[config.mk]
export PLATFORM = sky130hd
export DESIGN_NAME = keyboard_report_key_diff
export DESIGN_NICKNAME = d
export VERILOG_FILES = /design/src/sv/kbd_diff_pkg.sv /design/src/sv/kbd_diff_lane.sv /design/src/sv/kbd_diff_merge.sv /design/src/sv/keyboard_report_key_diff.sv
export SDC_FILE = /design/constraint.sdc
export NUM_CORES = 1
export LEC_CHECK = 0
export BUFFER_PORTS_ARGS = -buffer_cell sky130_fd_sc_hd__buf_4
export CAP_MARGIN = 20
export CORE_MARGIN = 4
export CORE_UTILIZATION = 41
export CTS_CLUSTER_DIAMETER = 40
export CTS_CLUSTER_SIZE = 25
export DETAILED_ROUTE_END_ITERATION = 8
export PLACE_DENSITY = 0.69
export SYNTH_ARGS = -nofsm -noshare
export SYNTH_HDL_FRONTEND = slang
export SYNTH_SLANG_ARGS = --single-unit
[constraint.sdc]
create_clock -name clk -period 3.3 [get_ports clk]
set_input_delay 0.165 -clock clk [delete_from_list [all_inputs] [get_ports clk]]
set_output_delay 0.165 -clock clk [all_outputs]
set_load 0.05 [all_outputs]
[src/sv/kbd_diff_pkg.sv]
`timescale 1ns / 1ps

package kbd_diff_pkg;

  // Report geometry
  localparam int KEY_SLOTS  = 6;
  localparam int LANES      = 2 * KEY_SLOTS;
  localparam int LANE_IDX_W = $clog2(LANES);
  localparam int CODE_W     = 8;
  localparam int LEN_W      = 7;

  // Length register limits
  localparam logic [LEN_W-1:0] MIN_REPORT_LEN = 7'd8;
  localparam logic [LEN_W-1:0] LEN_RESET      = 7'd64;

  typedef logic [CODE_W-1:0]                   code_t;
  typedef logic [KEY_SLOTS-1:0][CODE_W-1:0]    key_set_t;
  typedef logic [LANES-1:0][CODE_W-1:0]        lane_codes_t;
  typedef logic [LANES-1:0]                    lane_mask_t;
  typedef logic [LANE_IDX_W-1:0]               lane_idx_t;

  // One key event as it leaves the block
  typedef struct packed {
    code_t keycode;
    logic  released;
    logic  last_event;
  } key_evt_t;

endpackage

[src/sv/kbd_diff_lane.sv]
`timescale 1ns / 1ps

module kbd_diff_lane
  import kbd_diff_pkg::*;
(
  input  code_t    code,
  input  key_set_t other_set,
  output logic     hit
);

  // Flag a nonzero code that is absent from the other report
  always_comb begin
    logic found;
    found = 1'b0;
    for (int j = 0; j < KEY_SLOTS; j++) begin
      if (other_set[j] == code) found = 1'b1;
    end
    hit = (code != '0) && !found;
  end

endmodule

[src/sv/kbd_diff_merge.sv]
`timescale 1ns / 1ps

module kbd_diff_merge
  import kbd_diff_pkg::*;
(
  input  logic        clk,
  input  logic        rst_n,
  input  logic        load,
  input  lane_mask_t  lane_mask,
  input  lane_codes_t lane_codes,
  input  logic        out_ready,
  output logic        out_valid,
  output key_evt_t    out_evt,
  output logic        busy
);

  lane_mask_t  mask_r, mask_nxt;
  lane_codes_t codes_r;
  logic        out_valid_r, out_valid_nxt;
  key_evt_t    evt_r, evt_nxt;
  lane_idx_t   pick;
  lane_mask_t  mask_clr;
  logic        advance;

  // Pick the lowest pending lane: releases sit below presses
  always_comb begin
    pick = '0;
    for (int i = LANES - 1; i >= 0; i--) begin
      if (mask_r[i]) pick = lane_idx_t'(i);
    end
    mask_clr = mask_r & (mask_r - lane_mask_t'(1));
  end

  assign advance = (mask_r != '0) && (!out_valid_r || out_ready);

  // Move one pending event into the output register per cycle when it is empty or being taken
  always_comb begin
    mask_nxt      = mask_r;
    out_valid_nxt = out_valid_r;
    evt_nxt       = evt_r;
    if (out_valid_r && out_ready) out_valid_nxt = 1'b0;
    if (advance) begin
      mask_nxt           = mask_clr;
      out_valid_nxt      = 1'b1;
      evt_nxt.keycode    = codes_r[pick];
      evt_nxt.released   = (pick < lane_idx_t'(KEY_SLOTS));
      evt_nxt.last_event = (mask_clr == '0);
    end
    if (load) mask_nxt = lane_mask;
  end

  always_ff @(posedge clk) begin
    if (!rst_n) begin
      mask_r      <= '0;
      out_valid_r <= 1'b0;
    end else begin
      mask_r      <= mask_nxt;
      out_valid_r <= out_valid_nxt;
    end
  end

  // Hold codes of the report under work and register the output event
  always_ff @(posedge clk) begin
    evt_r <= evt_nxt;
    if (load) codes_r <= lane_codes;
  end

  assign out_valid = out_valid_r;
  assign out_evt   = evt_r;
  assign busy      = (mask_r != '0);

endmodule

[src/sv/keyboard_report_key_diff.sv]
`timescale 1ns / 1ps
// Events of a taken request go from the pending mask to the output register.
// Flow: a report with N events (0 to 12) keeps in_ready low while any are pending;
//   the merge stage drains one event per cycle from its mask unless out_ready stalls it.
// Reset: previous keys cleared to zero, report_length set to 64, no events pending.
// A report taken while report_length is below 8 gives no events and keeps the old keys.

module keyboard_report_key_diff
  import kbd_diff_pkg::*;
(
  input  logic             clk,
  input  logic             rst_n,
  input  logic             cfg_valid,
  output logic             cfg_ready,
  input  logic [LEN_W-1:0] cfg_report_length,
  input  logic             in_valid,
  output logic             in_ready,
  input  code_t            in_key_slot_0,
  input  code_t            in_key_slot_1,
  input  code_t            in_key_slot_2,
  input  code_t            in_key_slot_3,
  input  code_t            in_key_slot_4,
  input  code_t            in_key_slot_5,
  output logic             out_valid,
  input  logic             out_ready,
  output code_t            out_keycode,
  output logic             out_released,
  output logic             out_last_event
);

  logic [LEN_W-1:0] report_length_r;
  key_set_t         prev_keys_r;
  key_set_t         cur;
  lane_mask_t       lane_mask;
  lane_codes_t      lane_codes;
  key_evt_t         evt;
  logic             busy;
  logic             in_acc;
  logic             decode_en;

  assign cur = {in_key_slot_5, in_key_slot_4, in_key_slot_3,
                in_key_slot_2, in_key_slot_1, in_key_slot_0};

  assign cfg_ready = 1'b1;
  assign in_ready  = !busy;
  assign in_acc    = in_valid && in_ready;
  assign decode_en = (report_length_r >= MIN_REPORT_LEN);

  // Length register
  always_ff @(posedge clk) begin
    if (!rst_n) begin
      report_length_r <= LEN_RESET;
    end else if (cfg_valid && cfg_ready) begin
      report_length_r <= cfg_report_length;
    end
  end

  // Replace previous keys on each decoded request
  always_ff @(posedge clk) begin
    if (!rst_n) begin
      prev_keys_r <= '0;
    end else if (in_acc && decode_en) begin
      prev_keys_r <= cur;
    end
  end

  // Release lanes check old codes, press lanes check new codes
  for (genvar g = 0; g < KEY_SLOTS; g++) begin : g_lane
    kbd_diff_lane u_rel (
      .code      (prev_keys_r[g]),
      .other_set (cur),
      .hit       (lane_mask[g])
    );
    kbd_diff_lane u_prs (
      .code      (cur[g]),
      .other_set (prev_keys_r),
      .hit       (lane_mask[KEY_SLOTS + g])
    );
    assign lane_codes[g]             = prev_keys_r[g];
    assign lane_codes[KEY_SLOTS + g] = cur[g];
  end

  kbd_diff_merge u_merge (
    .clk        (clk),
    .rst_n      (rst_n),
    .load       (in_acc && decode_en),
    .lane_mask  (lane_mask),
    .lane_codes (lane_codes),
    .out_ready  (out_ready),
    .out_valid  (out_valid),
    .out_evt    (evt),
    .busy       (busy)
  );

  assign out_keycode    = evt.keycode;
  assign out_released   = evt.released;
  assign out_last_event = evt.last_event;

  // Checks
  a_disabled_keeps_keys: assert property (@(posedge clk) disable iff (!rst_n)
    (in_acc && !decode_en) |=> $stable(prev_keys_r))
    else $error("previous keys changed while decoding disabled");

  a_keys_follow_report: assert property (@(posedge clk) disable iff (!rst_n)
    (in_acc && decode_en) |=> (prev_keys_r == $past(cur)))
    else $error("previous keys not replaced by the request");

  a_out_hold: assert property (@(posedge clk) disable iff (!rst_n)
    (out_valid && !out_ready) |=>
      (out_valid && $stable({out_keycode, out_released, out_last_event})))
    else $error("event dropped or changed while stalled");

  a_no_accept_midway: assert property (@(posedge clk) disable iff (!rst_n)
    (out_valid && !out_last_event) |-> !in_ready)
    else $error("request taken while events still pending");

endmodule

==> metrics.md <==
| Metric | Value |
|---|---|
| Status | completed |
| Global-route wire length before repair | 50,900 microns |
| GR Util met3 | 4.86% |
| IO Pins | 73 |
| Top cell type's share of synthesized area | 30.4% |
| Compound-gate portion of the synthesized area | 8.71% |
| Slew Limit Fails | 0 |
| CTS tree | done |
| Final layout net count | 1,142 |
| Setup TNS | 0 ns |
| Post-layout util | 46.3% |
| Design area | 11,700 sq um |
| Max clock buf depth | 2 |
| Mux share of post-synthesis cell area | 3.10% |
| Tot GR Track Use | 23.7% |
| GR Util met1 | 31.4% |
| Syn Inst Count | 1,101 |
| Total grt overflow | 0 |
| Cell Pwr Density | 1240 nW/um^2 |
| Critical Path End Type | flip-flop |
| CTS root buf | clkbuf_16 |
| Commonest non-fill, non-tap cells in the layout | 240 x xnor2_1, 118 x nand2_1, 106 x edfxtp_1 |
| First drt pass iteration count | 8 |
| Setup violators final | 0 |
| Yosys reg bits | 171 |
| Tcrit/Tclk final | 84.6% |
| Number of global-route vias before repair | 8,100 |
| Min-delay src | cfg_valid |
| Min-delay worst type | in2reg |
| Fmax | 0.358 GHz |
| Type of the worst setup path | reg2reg |
| Syn avg cell area | 9.52 sq um |
| H-tree levels | 4 |
| Initial antenna violation count | 0 |
| Setup Buffers After CTS | 0 |
| Syn nets | 1,161 |
| Clock sink total | 171 |
| Area after DPL | 11,000 sq um |
| Area Overhead vs Synth | 11.3% |
| Unrepaired setup endpoints after global routing | false |
| Placed cells | 1,388 |
| Overall Power | 14.4 mW |
| Die Span Y | 168 microns |
| Detailed-route via count | 8,542 |
| Fin cells | 1,425 |
| Post-Synth Simple-Gate Area | 15.9% |
| Distinct cell type count after synthesis | 54 |
| Cell Chain, Critical Path | nor2_1, o311a_1, nor2_2, mux2_2, o22ai_1, o41ai_1 |
| Core ar. | 25,200 sq um |
| Worst slew pin tran | 0.924 ns |
| Largest stage delay on the critical path | 0.67 ns |
| Clk_lat worst skew | 0.44 ns |
| Slowest-stage cell, CP | nor2_2 |
| FFs w/ async S/R, synth | 0% |
| GPL Wtd Cong | 0.985 |
| Worst Hold End | report_length_r[5]$_SDFFE_PN0P_ |
| Worst hold path depth | 3 |
| Post-DP HPWL | 23,700 microns |
| Largest family of logic cells by synthesized area | XOR/XNOR gates |
| Hold Violations, Final | 0 |
| Worst path arrival time | 2.97 ns |
| R2R setup slack | 0.51 ns |
| Area leader, netlist | edfxtp_1 |
| Synth Area in Adders | 0% |
| Xor-xnor portion of the synthesized cell area | 24.1% |
| Detail Route Antenna Nets | 0 |
| Crit-path leading delay family | simple AND/OR/NAND/NOR gates |
| Number of fill cells | 2,342 |
| Die W | 168 microns |
| Initial Util | 41.6% |
| Clock Skew | 0.0142 ns |
| Layout cells sized above 1 | 13.2% |
| LEAKAGE | 3.68 nW |
| Initial drt markers | 1,126 |
| Worst VDD drop | 0.000749 V |
| Clock period minus worst slack | 2.79 ns |
| Reg2reg path depth | 6 |
| Vias per cell | 5.99 |
| DIE AREA | 28,200 sq um |
| Slew HR | 36.8% |
| Largest net degree at the start of global routing | 54 |
| WP buf/inv | 0 |
| Busiest grt layer | met2 |
| Syn. warnings | 0 |
| Worst flop-to-flop path startpoint | u_merge.mask_r[7]$_SDFFE_PN0P_ |
| Synth top area cells | edfxtp_1 30%, xnor2_1 20%, dfxtp_1 12%, nand2_1 4.3%, xor2_1 4.0% |
| Sequential area share after synthesis | 42.8% |
| IO Port Bufs | 68 |
| GRT met2 Usage | 37.0% |
| Mapped Area | 10,500 sq um |
| Post-Route WL | 34,100 microns |
| Startpoint types | flip-flop |
| Number of enable flip-flop cells after synthesis | 106 |
| DRC violations left | 0 |
| WP data required | 3.48 ns |
| Ant. Diodes | 0 |
| Routed wire per std cell | 24.0 microns |
| Floorplan row count | 58 |
| Reg clk slew, reported paths | 0.07 ns |
| Max Cap Viol | 0 |
| Worst-path fanout max | 15 |
| Most common cell after layout, fill and taps aside | xnor2_1 |
| Top_reg_cell synth | edfxtp_1 |
| Reg-to-Reg End | u_merge.out_evt[7]$_DFFE_PP_ |
| TritonCTS Buffers | 17 |
[how the worst max path moves through the flow]
stage                     depth (start not counted)                      endpoint  slack (ns)                           start
after floorplan                                   7  u_merge.codes_r[0]$_DFFE_PP_        0.47  u_merge.mask_r[1]$_SDFFE_PN0P_
after global placement                            6  u_merge.out_evt[7]$_DFFE_PP_        0.61  u_merge.mask_r[4]$_SDFFE_PN0P_
after detailed placement                          6  u_merge.out_evt[7]$_DFFE_PP_        0.56  u_merge.mask_r[7]$_SDFFE_PN0P_
after CTS                                         6  u_merge.out_evt[7]$_DFFE_PP_        0.54  u_merge.mask_r[7]$_SDFFE_PN0P_
after global routing                              8   lane_codes[32]$_SDFFE_PN0P_        0.39  u_merge.mask_r[1]$_SDFFE_PN0P_
final                                             6  u_merge.out_evt[7]$_DFFE_PP_        0.51  u_merge.mask_r[7]$_SDFFE_PN0P_
[power breakdown]
part           leakage [nW]  switching (mW)  internal [mW]
Clock                 0.272           0.944           1.00
Sequential             1.53            1.10           3.52
Combinational          1.87            4.79           3.05
[area by class of cell]
cell class	instances	area (sq um)	area share, %
repair buffers	93	736	6.31
clock buffers	17	425	3.65
clock inverters	15	145	1.24
flip-flops and latches	171	4480	38.5
inverters	5	21.3	0.182
well taps	330	413	3.54
multi-input cells	794	5440	46.6
[what timing repair did]
action	CTS	global route
hold buffers	5	0
setup endpoints to repair	0	0
gates resized for setup	0	0
endpoints found under the hold margin	4	0
[synth_stat cells (all sizes together) (2+ instances only)]
| cell | instances |
|---|---|
| xor2 | 48 |
| a31oi | 7 |
| nand2b | 2 |
| nand3 | 12 |
| nor3 | 5 |
| or2 | 7 |
| a211oi | 9 |
| nand4 | 61 |
| buf | 33 |
| clkbuf | 98 |
| xnor2 | 240 |
| dfxtp | 65 |
| edfxtp | 106 |
| o21ai | 11 |
| a2111oi | 11 |
| o32ai | 2 |
| nor2 | 63 |
| mux2i | 10 |
| o41ai | 7 |
| mux4 | 7 |
| a21oi | 73 |
| inv | 5 |
| or3 | 14 |
| and2 | 7 |
| nor2b | 5 |
| mux2 | 6 |
| nor4 | 40 |
| nand2 | 119 |
| a32oi | 3 |
| o22ai | 8 |
| o31ai | 4 |
[per-stage QoR]
stage          hold WS, ns  setup slack (ns)
5_1_grt             0.0159             0.394
2_1_floorplan        0.227             0.468
6_report            0.0254             0.509
4_1_cts             0.0113             0.544
3_5_place_dp         0.355             0.558
3_3_place_gp         0.342             0.614
[cells by family after synthesis]
kind of cell / Yosys count
xor gates and xnor gates: 288
AOI/OAI and AO/OA: 145
and+or+nand+nor: 337
other: 1
muxes: 23
buffers and inverters: 136
DFF: 171
[routing by layer]
metal | vias up | share of wire [%]
li1 | 3795 | -
met4 | 0 | 5.5
met3 | 111 | 9.9
met1 | 4100 | 39
met2 | 536 | 45
met5 | - | 0
[sequential cells by signal, indices dropped and copies added (netlist names)]
signal	cells
lane_codes	48
report_length_r	4
u_merge.codes_r	96
u_merge.mask_r	12
u_merge.out_evt	10
u_merge.out_valid	1
[tightest hold or removal path, cell delays in order]
cell and delay, ns:
buf_4 0.12, mux2i_1 0.07, nor2_1 0.07
Note: power is estimated with default switching activity, not from simulation.
